<file path="src/rtl/idct8_pkg.sv">
// idct8_pkg: widths, types, the 8-point integer basis and the pipeline tag
// shared by the 8x8 inverse transform block
// depends on nothing
`timescale 1ns / 1ps
`default_nettype none

package idct8_pkg;

	localparam int LANES     = 8;
	localparam int COEF_W    = 16;
	localparam int PIX_W     = 8;
	localparam int ROW_W     = 3;
	localparam int BASIS_W   = 8;
	// |coef| * 89 stays below 2^22, so the product fits 24 bits signed
	localparam int PROD_W    = 24;
	// eight products, column weight sum at most 479: fits 26 bits signed
	localparam int SUM_W     = 26;
	localparam int ROW_SHIFT = 6;
	localparam int COL_SHIFT = 12;
	localparam int PIX_MAX   = 255;

	typedef logic signed [COEF_W-1:0]  coef_t;
	typedef logic        [PIX_W-1:0]   pix_t;
	typedef logic        [ROW_W-1:0]   row_idx_t;
	typedef logic signed [BASIS_W-1:0] basis_t;
	typedef logic signed [SUM_W-1:0]   sum_t;

	// basis[k][n]: weight of frequency k at sample n
	localparam basis_t BASIS [LANES][LANES] = '{
		'{ 8'sd64,  8'sd64,  8'sd64,  8'sd64,  8'sd64,  8'sd64,  8'sd64,  8'sd64},
		'{ 8'sd89,  8'sd75,  8'sd50,  8'sd18, -8'sd18, -8'sd50, -8'sd75, -8'sd89},
		'{ 8'sd83,  8'sd36, -8'sd36, -8'sd83, -8'sd83, -8'sd36,  8'sd36,  8'sd83},
		'{ 8'sd75, -8'sd18, -8'sd89, -8'sd50,  8'sd50,  8'sd89,  8'sd18, -8'sd75},
		'{ 8'sd64, -8'sd64, -8'sd64,  8'sd64,  8'sd64, -8'sd64, -8'sd64,  8'sd64},
		'{ 8'sd50, -8'sd89,  8'sd18,  8'sd75, -8'sd75, -8'sd18,  8'sd89, -8'sd50},
		'{ 8'sd36, -8'sd83,  8'sd83, -8'sd36, -8'sd36,  8'sd83, -8'sd83,  8'sd36},
		'{ 8'sd18, -8'sd50,  8'sd75, -8'sd89,  8'sd89, -8'sd75,  8'sd50, -8'sd18}
	};

	// travels beside the lane pipeline: what the sums in flight belong to
	typedef struct packed {
		logic     valid;
		logic     is_col;
		row_idx_t row;
	} tag_t;

endpackage

`default_nettype wire

</file>
<file path="src/rtl/idct8_lane.sv">
// idct8_lane: one dot-product lane, eight operands against one basis column,
// products registered in stage 1 and the sum in stage 2
// depends on idct8_pkg
`timescale 1ns / 1ps
`default_nettype none

module idct8_lane import idct8_pkg::*; (
	input  logic     clk,
	input  coef_t    opnd [LANES],
	input  row_idx_t col,
	output sum_t     sum_s2
);

	logic signed [PROD_W-1:0] prod_s1 [LANES];
	sum_t                     sum_d;

	// constant-weight products
	always_ff @(posedge clk) begin
		for (int k = 0; k < LANES; k++) begin
			prod_s1[k] <= PROD_W'(opnd[k]) * PROD_W'(BASIS[k][col]);
		end
	end

	// accumulate the eight products
	always_comb begin
		sum_d = '0;
		for (int k = 0; k < LANES; k++) begin
			sum_d = sum_d + SUM_W'(prod_s1[k]);
		end
	end

	always_ff @(posedge clk) begin
		sum_s2 <= sum_d;
	end

endmodule

`default_nettype wire

</file>
<file path="config.mk">
export PLATFORM = sky130hd
export DESIGN_NAME = idct8_lane
export DESIGN_NICKNAME = d
export VERILOG_FILES = /design/src/rtl/idct8_pkg.sv /design/src/rtl/idct8_lane.sv
export SDC_FILE = /design/constraint.sdc
export NUM_CORES = 2
export LEC_CHECK = 0
export ABC_AREA = 0
export BUFFER_PORTS_ARGS = -buffer_cell sky130_fd_sc_hd__buf_2
export CELL_PAD_IN_SITES_DETAIL_PLACEMENT = 1
export CELL_PAD_IN_SITES_GLOBAL_PLACEMENT = 1
export CORE_ASPECT_RATIO = 1.4
export CORE_MARGIN = 1
export CORE_UTILIZATION = 40
export CTS_CLUSTER_DIAMETER = 80
export DETAILED_ROUTE_END_ITERATION = 7
export PLACE_DENSITY = 0.8
export SLEW_MARGIN = 15
export SYNTH_ARGS = -nofsm -noshare
export SYNTH_HDL_FRONTEND = slang
export SYNTH_SLANG_ARGS = --single-unit
</file>
<file path="constraint.sdc">
create_clock -name clk -period 18.7 [get_ports clk]
set_input_delay 0.935 -clock clk [delete_from_list [all_inputs] [get_ports clk]]
set_output_delay 0.935 -clock clk [all_outputs]
set_load 0.005 [all_outputs]
</file>
==> key figures <==
Synthesis
  – Count leader, synth: inv_1
  – Syn Area/Cell: 9.45 um^2
  – Asr flop ratio synth: 0%
  – Synth area leaders: fa_1, ha_1, dfxtp_1, inv_1, and2_1
  – Mapped Nets: 5212
  – Mux contribution to synthesized area: 0.198%
  – Largest family of logic cells by synthesized area: adder cells
  – Post-synthesis instance area: 0.0372 mm^2
  – Compound-cell area share of the yosys netlist: 6.37%
  – Seq cells post-synth: 204
  – Ys Warns: 0
  – Mapped Cells: 3939
  – Post-Synth Simple-Gate Area: 13.4%
  – Post-Synth Adder-Cell Area: 53.4%
  – Number of synthesized flops with an enable pin: 0
  – Top-area cell type share of the netlist area: 40.0%
  – Yosys cell types: 64
  – Most instantiated cells after synthesis: inv_1, fa_1, ha_1
  – Yosys top cell by area: fa_1
  – Sequential-to-total area share from yosys stat: 11.0%
  – Top_reg_cell synth: dfxtp_1
  – XOR/XNOR Fraction of Synth Area: 4.26%

Clock network
  – Post-cts resize count: 0
  – Clk Latency, worst-skew pair: 0.57 ns
  – Worst-path clk slew: 0.07 ns
  – Postcts setup bufs: 0
  – Cts-stage hold buffer count: 0
  – Root Buffer: clkbuf_16
  – Clock Tree Buf Depth: 3
  – CTS buffer count: 23
  – H-tree levels: 1
  – TritonCTS clock tree: done
  – Sink Count: 204

Drt
  – Post-DR wirelength/cell: 20.1 um
  – DR vias: 26700
  – Final ANT Viol Nets: 0
  – Drt pass-1 iters: 5
  – Drc violations: 0
  – Iter 0 DRT Violations: 1037
  – Vias per cell: 5.03
  – Final WL: 107 mm

Floorplanning
  – Initial core utilization: 40.3%
  – Total core area: 0.0923 mm^2
  – Die area: 0.0943 mm^2
  – Die span in x: 260 um
  – Boundary pin count: 158
  – Die span in y: 363 um
  – Core Rows: 132

Worst setup path
  – Crit end category: flop
  – CP Max Fanout: 68
  – Crit path DAT: 8.04 ns
  – Req. time, crit path: 19.20 ns
  – Crit Path Category: in2reg
  – Startpoint types: input pin
  – Worst reg2reg path depth: 17

Timing
  – Final Hold Viols: 0
  – Skew final: 0.0167 ns
  – Setup violators final: 0
  – Least-Margin Pin Slew: 1.07 ns
  – Slew Limit Fails: 0
  – TNS Setup: 0 ns
  – Final period util: 40.3%
  – F_max: 133 MHz
  – Post-route minimum period: 7.54 ns
  – RSZ-0062 raised after global routing: false
  – Slew Limit Headroom: 27.9%

GRT
  – GRT Resource Usage Total: 23.6%
  – Largest net degree at the start of global routing: 69
  – Initial antenna violation count: 17
  – Vias in the first global route: 31300
  – Gr ovfl total: 0
  – First-pass GRT wire length: 171 mm

Finish
  – Layout cells sized above 1: 6.16%
  – Final std cells w/o fill: 5305
  – Fin nets: 5346
  – Fillers: 10700
  – Area Overhead vs Synth: 8.24%

Worst hold path
  – Worst Hold Class: in2reg
  – Hold path cells: 1

Placed design
  – PortBufs: 157
  – Detailed placer's ending HPWL: 91.7 mm
  – Placed cell count: 5254
  – GP Congestion: 0.907

Flow run
  – Max Cap Viol: 0

Outcome
  – Run status: complete, no violations
## path summary, 6_finish.rpt
path,startpoint,end,slack [ns]
min reg2reg,prod_s1[3][0],sum_s2[0],0.60
min,opnd[123],prod_s1[0][17],0.46
max reg2reg,prod_s1[1][30],sum_s2[23],13.07
max,col[1],prod_s1[3][23],11.16
## kinds of logic after synthesis
| logic type | after synthesis |
|---|---|
| mux | 7 |
| buf+inv | 1136 |
| simple gates | 914 |
| compound gates | 356 |
| fa+ha+maj | 1141 |
| xor+xnor | 181 |
| flops | 204 |
## metal layers
| layer | GRT usage (%) | up-vias | part of all wire, % |
|---|---|---|---|
| met5 | 0 | - | 0.047 |
| met2 | 43.7 | 513 | 53 |
| met1 | 25.4 | 13900 | 37 |
| met4 | 14.4 | 10 | 7.0 |
| met3 | 2.40 | 267 | 3.4 |
| li1 | - | 12000 | - |
## final cells by class
type                    count  area [um^2]  area share, %
diodes                     10         25.0         0.0621
clock buffers              25          583           1.45
clock inverters            16          229          0.569
inverters                1065         4000           9.93
multi-input cells        2599        28900           71.7
flip-flops and latches    204         4080           10.1
well taps                1206         1510           3.75
repair buffers            180          958           2.38
## layout by cell type (no fill, tap or decap), types with 20 or more instances in the layout
cell type	instances
inv_1	1063
fa_1	744
ha_1	394
and2_1	270
nor2b_1	241
dfxtp_1	204
buf_2	157
nand2_1	154
xnor2_1	137
nor2_1	136
a21oi_1	98
o21ai_0	57
a21o_1	57
xor2_1	43
nand2b_1	30
o21a_1	23
clkbuf_16	23
buf_4	23
o21bai_1	20
## sequential cells by signal (all words and copies together), names as in the netlist
name     count
prod_s1    178
sum_s2      26
## worst max-delay path: stages
cell,delay [ns]
buf_2,0.08
buf_4,0.35
inv_1,0.20
buf_4,0.29
ha_2,0.80
buf_4,0.71
nor2b_1,0.23
fa_1,0.52
fa_1,0.52
fa_1,0.50
inv_1,0.05
fa_1,0.49
inv_1,0.05
ha_1,0.33
a21o_1,0.17
a21o_1,0.18
a21oi_1,0.25
a21bo_2,0.29
a221oi_1,0.49
o21ai_0,0.17
a21oi_1,0.20
xnor2_1,0.13
## through the flow
stage / hold slack, ns / instance area [um^2] / utilization (%) / setup WS [ns]
after floorplan: 0.530 / 37200 / - / 11.85
after global placement: 0.592 / 39400 / 42.7 / 10.82
final: 0.463 / 40300 / 43.6 / 11.16
after detailed placement: 0.605 / 39400 / 42.7 / 10.68
after CTS: 0.440 / 40200 / 43.6 / 11.27
after global routing: 0.459 / 40300 / 43.6 / 10.79
Power is left out: the tool's default activity adds up to more than one toggle a clock period on the data nets, which glitch-free logic cannot reach.
