## src/rtl/idct8_pkg.sv

```systemverilog
// idct8_pkg: widths, types, the 8-point integer basis and the pipeline tag
// shared by the 8x8 inverse transform block
// depends on nothing
`timescale 1ns / 1ps
`default_nettype none

package idct8_pkg;

	localparam int LANES     = 8;
	localparam int COEF_W    = 16;
	localparam int PIX_W     = 8;
	localparam int ROW_W     = 3;
	localparam int BASIS_W   = 8;
	// |coef| * 89 stays below 2^22, so the product fits 24 bits signed
	localparam int PROD_W    = 24;
	// eight products, column weight sum at most 479: fits 26 bits signed
	localparam int SUM_W     = 26;
	localparam int ROW_SHIFT = 6;
	localparam int COL_SHIFT = 12;
	localparam int PIX_MAX   = 255;

	typedef logic signed [COEF_W-1:0]  coef_t;
	typedef logic        [PIX_W-1:0]   pix_t;
	typedef logic        [ROW_W-1:0]   row_idx_t;
	typedef logic signed [BASIS_W-1:0] basis_t;
	typedef logic signed [SUM_W-1:0]   sum_t;

	// basis[k][n]: weight of frequency k at sample n
	localparam basis_t BASIS [LANES][LANES] = '{
		'{ 8'sd64,  8'sd64,  8'sd64,  8'sd64,  8'sd64,  8'sd64,  8'sd64,  8'sd64},
		'{ 8'sd89,  8'sd75,  8'sd50,  8'sd18, -8'sd18, -8'sd50, -8'sd75, -8'sd89},
		'{ 8'sd83,  8'sd36, -8'sd36, -8'sd83, -8'sd83, -8'sd36,  8'sd36,  8'sd83},
		'{ 8'sd75, -8'sd18, -8'sd89, -8'sd50,  8'sd50,  8'sd89,  8'sd18, -8'sd75},
		'{ 8'sd64, -8'sd64, -8'sd64,  8'sd64,  8'sd64, -8'sd64, -8'sd64,  8'sd64},
		'{ 8'sd50, -8'sd89,  8'sd18,  8'sd75, -8'sd75, -8'sd18,  8'sd89, -8'sd50},
		'{ 8'sd36, -8'sd83,  8'sd83, -8'sd36, -8'sd36,  8'sd83, -8'sd83,  8'sd36},
		'{ 8'sd18, -8'sd50,  8'sd75, -8'sd89,  8'sd89, -8'sd75,  8'sd50, -8'sd18}
	};

	// travels beside the lane pipeline: what the sums in flight belong to
	typedef struct packed {
		logic     valid;
		logic     is_col;
		row_idx_t row;
	} tag_t;

endpackage

`default_nettype wire

```

## src/rtl/idct8_merge.sv

```systemverilog
// idct8_merge: turns the eight lane sums into an intermediate row
// (shift by 6, wrap to 16 bits) and a pixel row (shift by 12, clamp)
// depends on idct8_pkg
`timescale 1ns / 1ps
`default_nettype none

module idct8_merge import idct8_pkg::*; (
	input  sum_t  sums    [LANES],
	output coef_t mid_row [LANES],
	output pix_t  pixels  [LANES]
);

	localparam int PIXV_W = SUM_W - COL_SHIFT;

	function automatic pix_t clamp_pix(input sum_t s);
		logic signed [PIXV_W-1:0] v;
		begin
			v = $signed(s[SUM_W-1:COL_SHIFT]);
			if (v < 0) begin
				return '0;
			end else if (v > PIX_MAX) begin
				return pix_t'(PIX_MAX);
			end
			return v[PIX_W-1:0];
		end
	endfunction

	// floor shift, then keep the low word or clamp to the pixel range
	always_comb begin
		for (int j = 0; j < LANES; j++) begin
			mid_row[j] = sums[j][ROW_SHIFT +: COEF_W];
			pixels[j]  = clamp_pix(sums[j]);
		end
	end

endmodule

`default_nettype wire

```

## config.mk

```make
export PLATFORM = sky130hd
export DESIGN_NAME = idct8_merge
export DESIGN_NICKNAME = d
export VERILOG_FILES = /design/src/rtl/idct8_pkg.sv /design/src/rtl/idct8_merge.sv
export SDC_FILE = /design/constraint.sdc
export NUM_CORES = 1
export LEC_CHECK = 0
export ABC_AREA = 1
export BUFFER_PORTS_ARGS = -buffer_cell sky130_fd_sc_hd__buf_4
export CORE_AREA = 2 2 157 159
export DETAILED_ROUTE_END_ITERATION = 10
export DIE_AREA = 0 0 159 161
export PLACE_DENSITY = 0.35
export SLEW_MARGIN = 20
export SYNTH_ARGS = -nofsm -noshare
export SYNTH_HDL_FRONTEND = slang
export SYNTH_SLANG_ARGS = --single-unit
```

## constraint.sdc

```tcl
create_clock -name vclk -period 1.1
set_input_delay 0.165 -clock vclk [all_inputs]
set_output_delay 0.165 -clock vclk [all_outputs]
set_load 0.01 [all_outputs]
```

==> impl_table.tex, run 1 <==
\begin{tabular}{lr}
\hline
Metric & Value \\
\hline
\multicolumn{2}{l}{\textbf{Run status}} \\
\quad Result of the run & completed \\
\multicolumn{2}{l}{\textbf{Logic synthesis}} \\
\quad Cell area after synthesis & 2100 um\^{}2 \\
\quad Synth Area in XOR/XNOR & 0\% \\
\quad Number of warning messages in the yosys log & 0 \\
\quad Dominant combinational cell family by area after synthesis & simple AND/OR/NAND/NOR gates \\
\quad Unique cell type count in the Yosys netlist & 10 \\
\quad Synthesized Nets & 512 \\
\quad Most area-hungry cell type in the Yosys netlist & buf\_4 \\
\quad Cell count after synthesis & 304 \\
\quad Sequential cell area fraction in the yosys report & 0\% \\
\quad Synth Area in Simple Gates & 52.2\% \\
\quad Share of synthesized area spent on multiplexers & 0\% \\
\quad Avg Inst Size Synth & 6.91 um\^{}2 \\
\quad Post-Synth Adder-Cell Area & 0\% \\
\quad Leading cell types by total area after synthesis & buf\_4 46\%, nand4\_1 19\%, nor2\_4 12\% \\
\quad Share of the synthesized area in the top cell type & 45.7\% \\
\quad Share of the synthesized area in compound gates (AO/OA/AOI/OAI) & 0\% \\
\multicolumn{2}{l}{\textbf{Route}} \\
\quad Detailed router's first-iteration violation count & 41 \\
\quad Antenna Nets Post-Route & 0 \\
\quad Routed length per instance & 11.6 um \\
\quad Detailed-routing iteration count for the pre-antenna-repair pass & 4 \\
\quad Routed wire length & 9220 um \\
\quad Vias & 2565 \\
\quad Vias per Instance & 3.23 \\
\quad DRC & 0 \\
\multicolumn{2}{l}{\textbf{Global route}} \\
\quad Number of global-route vias before repair & 2602 \\
\quad Pin count of the biggest net entering global routing & 9 \\
\quad Remaining global-route overflow & 0 \\
\quad Wire length of the first global-routing pass & 13700 um \\
\quad Overall track demand over capacity in global routing & 6.39\% \\
\quad Number of antenna violations at the first check in global routing & 0 \\
\multicolumn{2}{l}{\textbf{Place}} \\
\quad Placer's final routability congestion estimate & 0.718 \\
\quad Dpl cell area & 3790 um\^{}2 \\
\quad HPWL after detailed placement & 8280 um \\
\quad Count of input and output buffers & 256 \\
\quad Cells after DPL & 789 \\
\multicolumn{2}{l}{\textbf{Die}} \\
\quad Starting density of the core & 8.77\% \\
\quad Core Box Area & 24000 um\^{}2 \\
\quad Width of the die & 159 um \\
\quad Standard-cell rows & 57 \\
\quad Die height & 161 um \\
\quad Die Outline Area & 25600 um\^{}2 \\
\quad I/O pin cnt & 400 \\
\multicolumn{2}{l}{\textbf{Layout}} \\
\quad Area growth from synthesis to layout & 90.1\% \\
\quad Most common cell after layout, fill and taps aside & buf\_4 \\
\quad Fillers & 2798 \\
\quad Multi-input gate area & 1140 um\^{}2 \\
\quad Count of antenna diodes in the layout & 0 \\
\quad Share of post-route cells with drive strength above 1 & 74.3\% \\
\quad Number of nets at the end of the flow & 681 \\
\quad Number of sequential storage elements & 0 \\
\quad Post-layout instance count excluding filler cells & 795 \\
\quad Reg area & 0 um\^{}2 \\
\quad Number of clock buffer instances in the layout & 0 \\
\quad Commonest cells after routing, fill and taps aside & 259 x buf\_4, 64 x nand4\_1, 50 x nand2\_1 \\
\quad Finished layout cell area & 4000 um\^{}2 \\
\multicolumn{2}{l}{\textbf{Timing}} \\
\quad Shortest period the worst path allows & 1.09 ns \\
\quad Achievable Freq & 919 MHz \\
\quad Transition time at the pin with the least slew margin & 0.188 ns \\
\quad Max-Slew Margin vs Limit & 87.4\% \\
\quad Period utilisation layout & 98.9\% \\
\quad Final Max Tran Viols & 0 \\
\quad Setup-violating endpoint count in the final report & 0 \\
\quad Endpoints failing hold & 0 \\
\quad Setup repair after global routing missed its margin & yes \\
\multicolumn{2}{l}{\textbf{Worst hold path}} \\
\quad Worst Hold Class & in2out \\
\multicolumn{2}{l}{\textbf{Pwr}} \\
\quad Leakage Power & 1.93 nW \\
\quad Power share of the combinational group & 100.0\% \\
\quad Switching share of power & 44.6\% \\
\quad Net switching component of the power & 0.000690 W \\
\quad Max VDD drop & 117 uV \\
\quad Internal power & 0.000856 W \\
\quad PD cells & 387 nW/um\^{}2 \\
\quad Sequential share of power & 0\% \\
\quad Clock network fraction of total power & 0\% \\
\multicolumn{2}{l}{\textbf{Critical path}} \\
\quad Largest fanout on the critical path & 8 \\
\quad CP Data Required Time & 0.94 ns \\
\quad Critical Path AT & 0.92 ns \\
\quad Classification of the worst setup path & in2out \\
\quad Category of the worst setup path launch point & input pin \\
\quad Setup crit end kind & output port \\
\multicolumn{2}{l}{\textbf{Job}} \\
\quad Number of maximum-capacitance constraint violations & 0 \\
\multicolumn{2}{l}{\textbf{CTS}} \\
\quad Hold buffers post-CTS & 0 \\
\hline
\end{tabular}
-- through the flow --
stage	hold WS [ns]	total power [W]	util [%]	setup TNS, ns	worst slack, ns
final	0.330	0.00155	16.7	0	0.0116
after global routing	0.330	0.00166	16.7	-0.576	-0.0440
after floorplan	0.422	0.000819	-	0	0.301
after detailed placement	0.330	0.00150	15.8	-0.280	-0.0384
after global placement	0.330	0.00151	15.8	-0.111	-0.0151
after CTS	0.330	0.00152	16.0	-0.0755	-0.0182
-- metal layers --
layer	track usage [%]	wire length, um	up-vias
li1	-	-	1256
met1	7.21	3400	1129
met2	12.3	4870	150
met3	1.41	741	30
met4	1.28	199	0
met5	0	0	-
-- worst paths after layout --
path | from | to | slack (ns) | cells after the start
setup / recovery | sums[47] | pixels[10] | 0.01 | 6
hold / removal | sums[190] | mid_row[114] | 0.33 | 0
-- synthesized netlist by cell type, drive strengths merged --
| library cell | instances |
|---|---|
| inv | 7 |
| nand4 | 64 |
| nand2 | 72 |
| bufinv | 1 |
| buf | 128 |
| nor2 | 24 |
| nand3 | 8 |
-- cells by family (layout without fill, tap and decap cells) --
kind of cell,count (synthesis),after routing
and+or+nand+nor,168,168
buffers and inverters,136,303
-- area by class of cell --
| class | count | area share [%] |
|---|---|---|
| inverter | 8 | 1.10 |
| tap | 324 | 10.1 |
| timing repair buffer | 295 | 60.3 |
| multi-input combinational | 168 | 28.5 |
-- power by group through the flow --
stage	clock [W]	sequential [W]	combinational, W
after floorplan	0	0	0.000819
after global placement	0	0	0.00151
after detailed placement	0	0	0.00150
after CTS	0	0	0.00152
after global routing	0	0	0.00166
final	0	0	0.00155
-- critical path, stage by stage --
cell	delay [ns]
buf_8	0.10
nor2_4	0.18
nand3_2	0.11
nand2_4	0.15
nand2_1	0.07
buf_4	0.14
-- timing repair --
action,CTS,global route
cloned,0,0
endpoints found under the setup margin,11,34
resized for setup,13,34
setup buffers,0,6
pin swaps,4,30
(Power assumes the default switching activity.)
==> inputs of run 2 (changes only) <==
Settings changed: PLACE_DENSITY 0.35 to 0.32.
==> run 2 against run 1 <==
The run now ends with negative setup slack left; via count rose by 3.2%; combinational power barely moved; sequential share of layout area did not move; non-clock buffer count increased by 7; core utilization rose by 0.50 points; setup slack got worse by 0.059 ns; wire length shrank 9.8%; global-route usage down 1.0 points; maximum frequency fell by 5.1%; cell area rose by 3.0%; final cell count grew 0.88%; critical path depth unchanged.
==> impl_table.tex, run 2 (synthesis gave the netlist of run 1 again) <==
\begin{tabular}{lr}
\hline
Metric & Value \\
\hline
\multicolumn{2}{l}{\textbf{Route}} \\
\quad DRC & 0 (unchanged) \\
\quad Vias per Instance & 3.30 (+2.3\%) \\
\quad Antenna Nets Post-Route & 0 (unchanged) \\
\quad Detailed-routing iteration count for the pre-antenna-repair pass & 4 (unchanged) \\
\quad Vias & 2646 (+3.2\%) \\
\quad Detailed router's first-iteration violation count & 101 (+150\%) \\
\quad Routed length per instance & 10.4 um (-11\%) \\
\quad Routed wire length & 8310 um (-9.8\%) \\
\multicolumn{2}{l}{\textbf{Pwr}} \\
\quad Net switching component of the power & 0.000692 W (+0.22\%) \\
\quad Power share of the combinational group & 100.0\% (about the same) \\
\quad Clock network fraction of total power & 0\% (unchanged) \\
\quad Max VDD drop & 126 uV (+7.3\%) \\
\quad Sequential share of power & 0\% (unchanged) \\
\quad Leakage Power & 1.97 nW (+2.1\%) \\
\quad Switching share of power & 44.1\% (-0.49 points) \\
\quad PD cells & 381 nW/um\^{}2 (-1.6\%) \\
\quad Internal power & 0.000875 W (+2.2\%) \\
\multicolumn{2}{l}{\textbf{Place}} \\
\quad Dpl cell area & 3680 um\^{}2 (-2.8\%) \\
\quad HPWL after detailed placement & 7010 um (-15\%) \\
\quad Cells after DPL & 783 (-0.76\%) \\
\quad Placer's final routability congestion estimate & 0.729 (+1.4\%) \\
\quad Count of input and output buffers & 256 (unchanged) \\
\multicolumn{2}{l}{\textbf{Critical path}} \\
\quad Critical Path AT & 0.98 ns (+0.06 ns) \\
\quad Category of the worst setup path launch point & input pin \\
\quad Largest fanout on the critical path & 6 (-2) \\
\quad CP Data Required Time & 0.94 ns (about the same) \\
\quad CP bufs+invs & 3 (+1) \\
\quad Slowest library cell on the worst path & nor2\_4 \\
\quad CP dominant cell by count & buf\_6 \\
\quad Classification of the worst setup path & in2out \\
\quad Worst path top cell family by delay & simple AND/OR/NAND/NOR gates \\
\quad Highest cell delay on the worst timing path & 0.24 ns (+0.06 ns) \\
\quad Critical Path, Cell by Cell & buf\_8 -> nor2\_4 -> buf\_6 -> nand4\_1 -> nand2\_4 -> buf\_6 \\
\quad Setup crit end kind & output port \\
\multicolumn{2}{l}{\textbf{Timing}} \\
\quad Max-Slew Margin vs Limit & 81.6\% (-5.8 points) \\
\quad Setup WS post-layout & -0.0471 ns (-0.0587 ns) \\
\quad Achievable Freq & 872 MHz (-5.1\%) \\
\quad Transition time at the pin with the least slew margin & 0.275 ns (+0.0865 ns) \\
\quad Period utilisation layout & 104\% (+5.3 points) \\
\quad Setup repair after global routing missed its margin & yes \\
\quad Endpoints failing hold & 0 (unchanged) \\
\quad Final Max Tran Viols & 0 (unchanged) \\
\quad Shortest period the worst path allows & 1.15 ns (+0.0587 ns) \\
\quad Setup-violating endpoint count in the final report & 8 (+8) \\
\quad Setup total negative slack & -0.264 ns (-0.264 ns) \\
\multicolumn{2}{l}{\textbf{Layout}} \\
\quad Number of clock buffer instances in the layout & 0 (unchanged) \\
\quad Number of sequential storage elements & 0 (unchanged) \\
\quad Post-layout instance count excluding filler cells & 802 (+0.88\%) \\
\quad Fillers & 2747 (-1.8\%) \\
\quad Core Util, Final & 17.2\% (+0.50 points) \\
\quad Finished layout cell area & 4120 um\^{}2 (+3.0\%) \\
\quad Number of nets at the end of the flow & 688 (+1.0\%) \\
\quad Share of post-route cells with drive strength above 1 & 78.0\% (+3.7 points) \\
\quad Commonest cells after routing, fill and taps aside & 255 x buf\_4, 64 x nand4\_1, 43 x buf\_6 \\
\quad Count of antenna diodes in the layout & 0 (unchanged) \\
\quad Reg area & 0 um\^{}2 (unchanged) \\
\quad Most common cell after layout, fill and taps aside & buf\_4 \\
\quad Area growth from synthesis to layout & 95.8\% \\
\multicolumn{2}{l}{\textbf{CTS}} \\
\quad Hold buffers post-CTS & 0 (unchanged) \\
\multicolumn{2}{l}{\textbf{Global route}} \\
\quad Number of global-route vias before repair & 2462 (-5.4\%) \\
\quad Pin count of the biggest net entering global routing & 10 (+1) \\
\quad Overall track demand over capacity in global routing & 5.36\% (-1.0 points) \\
\quad Number of antenna violations at the first check in global routing & 0 (unchanged) \\
\quad Wire length of the first global-routing pass & 12100 um (-12\%) \\
\quad Remaining global-route overflow & 0 (unchanged) \\
\multicolumn{2}{l}{\textbf{Run status}} \\
\quad Violations in the final reports & negative setup slack \\
\quad Result of the run & complete, but fails checks \\
\multicolumn{2}{l}{\textbf{Die}} \\
\quad Core Box Area & 24000 um\^{}2 (unchanged) \\
\quad I/O pin cnt & 400 (unchanged) \\
\quad Die Outline Area & 25600 um\^{}2 (unchanged) \\
\quad Starting density of the core & 8.77\% (unchanged) \\
\quad Width of the die & 159 um (unchanged) \\
\quad Die height & 161 um (unchanged) \\
\quad Standard-cell rows & 57 (unchanged) \\
\multicolumn{2}{l}{\textbf{Worst hold path}} \\
\quad Worst Hold Class & in2out \\
\multicolumn{2}{l}{\textbf{Job}} \\
\quad Number of maximum-capacitance constraint violations & 0 (unchanged) \\
\hline
\end{tabular}
[run 2: power groups by stage]
| stage | Sequential [W] | Combinational (W) | Clock [W] |
|---|---|---|---|
| 5_1_grt | 0 | 0.00168 | 0 |
| 3_5_place_dp | 0 | 0.00142 | 0 |
| 2_1_floorplan | 0 | 0.000819 | 0 |
| 6_report | 0 | 0.00157 | 0 |
| 3_3_place_gp | 0 | 0.00143 | 0 |
| 4_1_cts | 0 | 0.00145 | 0 |
[run 2: repair_timing]
| action | in CTS | in global routing |
|---|---|---|
| resized for setup | 19 | 65 |
| setup endpoints to repair | 8 | 45 |
| buffers inserted | 1 | 18 |
| pin swaps | 10 | 51 |
[run 2: final timing paths]
path | from | endpoint | slack (ns) | depth (start not counted)
worst max-delay path | sums[99] | pixels[26] | -0.05 | 6
worst min-delay path | sums[189] | mid_row[113] | 0.33 | 0
[run 2: final cells by class]
cell class                      count  area [um^2]  area share, %
Timing Repair Buffer              302         2460           59.8
Tap cell                          324          405           9.85
Inverter                            8         43.8           1.06
Multi-Input combinational cell    168         1200           29.2
[run 2: per-layer routing]
metal | track usage (%) | up-vias | share of wire [%]
li1 | - | 1272 | -
met2 | 10.2 | 172 | 52
met3 | 1.31 | 16 | 9.7
met4 | 0.992 | 0 | 1.9
met1 | 6.12 | 1186 | 36
met5 | 0 | - | 0
[run 2: per-stage QoR]
step | hold WS [ns] | power, W | setup slack [ns]
finish | 0.330 | 0.00157 | -0.0471
floorplan | 0.422 | 0.000819 | 0.301
CTS | 0.330 | 0.00145 | -0.0615
global route | 0.330 | 0.00168 | -0.0820
detailed placement | 0.330 | 0.00142 | -0.0617
global placement | 0.330 | 0.00143 | -0.0564
==> inputs of run 3 (changes only) <==
Clock period 1.1 ns to 1.4 ns, I/O delays scaled along.
==> run 3 against run 2 <==
The flow now finishes without violations; die area did not move; worst hold slack improved by 0.090 ns; global-route usage is 0.13 points lower; total power is 33% lower; first-iteration DRC count up 40%; via count shrank 6.5%; flip-flop and latch count unchanged; core utilization is 2.6 points lower; setup slack better by 0.18 ns; non-clock buffer count decreased by 44; final cell count down 5.5%.
==> impl_table.tex, run 3 (synthesis gave the netlist of run 1 again) <==
\begin{tabular}{lr}
\hline
Metric & Value \\
\hline
\multicolumn{2}{l}{\textbf{Timing}} \\
\quad Achievable Freq & 791 MHz \\
\quad Endpoints failing hold & 0 (unchanged) \\
\quad Period utilisation layout & 90.3\% \\
\quad Setup WS post-layout & 0.136 ns (+0.183 ns) \\
\quad Setup-violating endpoint count in the final report & 0 (-8) \\
\quad Setup repair after global routing missed its margin & no \\
\quad Max-Slew Margin vs Limit & 81.0\% (-0.65 points) \\
\quad Final Max Tran Viols & 0 (unchanged) \\
\quad Transition time at the pin with the least slew margin & 0.284 ns (+0.00970 ns) \\
\quad Shortest period the worst path allows & 1.26 ns \\
\quad Setup total negative slack & 0 ns (+0.264 ns) \\
\multicolumn{2}{l}{\textbf{Layout}} \\
\quad Reg area & 0 um\^{}2 (unchanged) \\
\quad Number of sequential storage elements & 0 (unchanged) \\
\quad Count of antenna diodes in the layout & 0 (unchanged) \\
\quad Number of clock buffer instances in the layout & 0 (unchanged) \\
\quad Share of post-route cells with drive strength above 1 & 68.9\% (-9.1 points) \\
\quad Number of nets at the end of the flow & 644 (-6.4\%) \\
\quad Area growth from synthesis to layout & 65.7\% \\
\quad Most common cell after layout, fill and taps aside & buf\_4 \\
\quad Commonest cells after routing, fill and taps aside & 258 x buf\_4, 64 x nand4\_1, 64 x nand2\_1 \\
\multicolumn{2}{l}{\textbf{Place}} \\
\quad Dpl ws & 0.101 ns (+0.163 ns) \\
\quad Placer's final routability congestion estimate & 0.710 (-2.6\%) \\
\quad HPWL after detailed placement & 6790 um (-3.1\%) \\
\quad Count of input and output buffers & 256 (unchanged) \\
\multicolumn{2}{l}{\textbf{Critical path}} \\
\quad Critical Path AT & 1.05 ns (+0.07 ns) \\
\quad Critical Path, Cell by Cell & buf\_4 -> nor2\_4 -> nand3\_2 -> nand2\_4 -> nand2\_1 -> buf\_4 \\
\quad Highest cell delay on the worst timing path & 0.25 ns (about the same) \\
\quad Classification of the worst setup path & in2out \\
\quad Largest fanout on the critical path & 9 (+3) \\
\quad Slowest library cell on the worst path & nor2\_4 \\
\quad CP dominant cell by count & buf\_4 \\
\quad CP Data Required Time & 1.19 ns (+0.25 ns) \\
\quad Category of the worst setup path launch point & input pin \\
\quad Setup crit end kind & output port \\
\multicolumn{2}{l}{\textbf{Worst hold path}} \\
\quad WHS Endpoint & mid\_row[112] \\
\quad Launch point of the worst hold path & sums[188] \\
\quad Hold-critical path depth & 0 (unchanged) \\
\quad Worst Hold Class & in2out \\
\multicolumn{2}{l}{\textbf{Die}} \\
\quad Width of the die & 159 um (unchanged) \\
\quad Die Outline Area & 25600 um\^{}2 (unchanged) \\
\quad Die height & 161 um (unchanged) \\
\quad Core Box Area & 24000 um\^{}2 (unchanged) \\
\quad I/O pin cnt & 400 (unchanged) \\
\quad Starting density of the core & 8.77\% (unchanged) \\
\quad Standard-cell rows & 57 (unchanged) \\
\multicolumn{2}{l}{\textbf{Run status}} \\
\quad Result of the run & completed \\
\multicolumn{2}{l}{\textbf{Route}} \\
\quad Vias per Instance & 3.26 (-1.1\%) \\
\quad Antenna Nets Post-Route & 0 (unchanged) \\
\quad DRC & 0 (unchanged) \\
\quad Routed length per instance & 10.1 um (-2.1\%) \\
\quad Detailed-routing iteration count for the pre-antenna-repair pass & 4 (unchanged) \\
\quad Vias & 2474 (-6.5\%) \\
\quad Detailed router's first-iteration violation count & 141 (+40\%) \\
\quad Routed wire length & 7690 um (-7.4\%) \\
\multicolumn{2}{l}{\textbf{Global route}} \\
\quad Number of global-route vias before repair & 2353 (-4.4\%) \\
\quad Pin count of the biggest net entering global routing & 10 (unchanged) \\
\quad Number of antenna violations at the first check in global routing & 0 (unchanged) \\
\quad Overall track demand over capacity in global routing & 5.23\% (-0.13 points) \\
\quad Wire length of the first global-routing pass & 11800 um (-2.8\%) \\
\quad Remaining global-route overflow & 0 (unchanged) \\
\multicolumn{2}{l}{\textbf{Pwr}} \\
\quad PD cells & 302 nW/um\^{}2 (-21\%) \\
\quad Max VDD drop & 81.2 uV (-35\%) \\
\quad Leakage Power & 1.68 nW (-15\%) \\
\multicolumn{2}{l}{\textbf{Job}} \\
\quad Number of maximum-capacitance constraint violations & 0 (unchanged) \\
\multicolumn{2}{l}{\textbf{CTS}} \\
\quad Post-CTS repair timing setup buffer count & 0 (-1) \\
\quad Hold buffers post-CTS & 0 (unchanged) \\
\quad Number of gates resized after cts & 0 (-19) \\
\hline
\end{tabular}
-- run 3: cell types whose count changed in the layout (fill, tap and decap cells not counted) --
cell     delta
nand2_1    +30
nand3_2     +1
nand2_8     -1
buf_8       -3
buf_4       +3
nand2_4     -2
nand3_4     -1
nand2_2    -27
buf_12      -1
buf_6      -43
-- run 3: how the worst max path moves through the flow --
stage,startpoint,to,slack [ns],depth (start not counted)
2_1_floorplan,sums[22],pixels[0],0.51,4
3_3_place_gp,sums[99],pixels[27],0.11,6
3_5_place_dp,sums[99],pixels[27],0.10,6
4_1_cts,sums[99],pixels[27],0.10,6
5_1_grt,sums[202],pixels[59],0.04,6
6_report,sums[202],pixels[59],0.14,6
-- run 3: worst max-delay path, delay by kind of cell --
kind / cells / cell delay (ns)
buffers and inverters: 2 / 0.26
AND/OR/NAND/NOR: 4 / 0.57
-- run 3: final cells by class --
cell class / instances / area [um^2]
inverters: 8 / 43.8
well taps: 324 / 405
multi-input cells: 168 / 1100
fillers: 2784 / 20500
repair buffers: 258 / 1940
-- run 3: where the power goes --
part	switching (W)	internal, W	total [W]	leakage, nW
sequential	0	0	0	0
clock	0	0	0	0
combinational	0.000499	0.000552	0.00105	1.68
total	0.000499	0.000552	0.00105	1.68
-- run 3: layer usage --
metal  up-vias  routed length, um  GRT usage, %
met1      1101               2710          5.81
met4         0                168          1.24
met3        18                826          1.39
met2       174               3980          9.92
li1       1181                  -             -
met5         -                  0             0
-- run 3: through the flow --
stage / total power (W) / cells / instance area [um^2] / utilization, % / hold WS (ns)
final: 0.00105 / 758 / 3480 / 14.5 / 0.420
after global routing: 0.00113 / 758 / 3480 / 14.5 / 0.420
after CTS: 0.00106 / 758 / 3480 / 14.5 / 0.420
after detailed placement: 0.00106 / 758 / 3480 / 14.5 / 0.420
after global placement: 0.00107 / 758 / 3480 / 14.5 / 0.420
after floorplan: 0.000643 / 304 / 2100 / - / 0.512
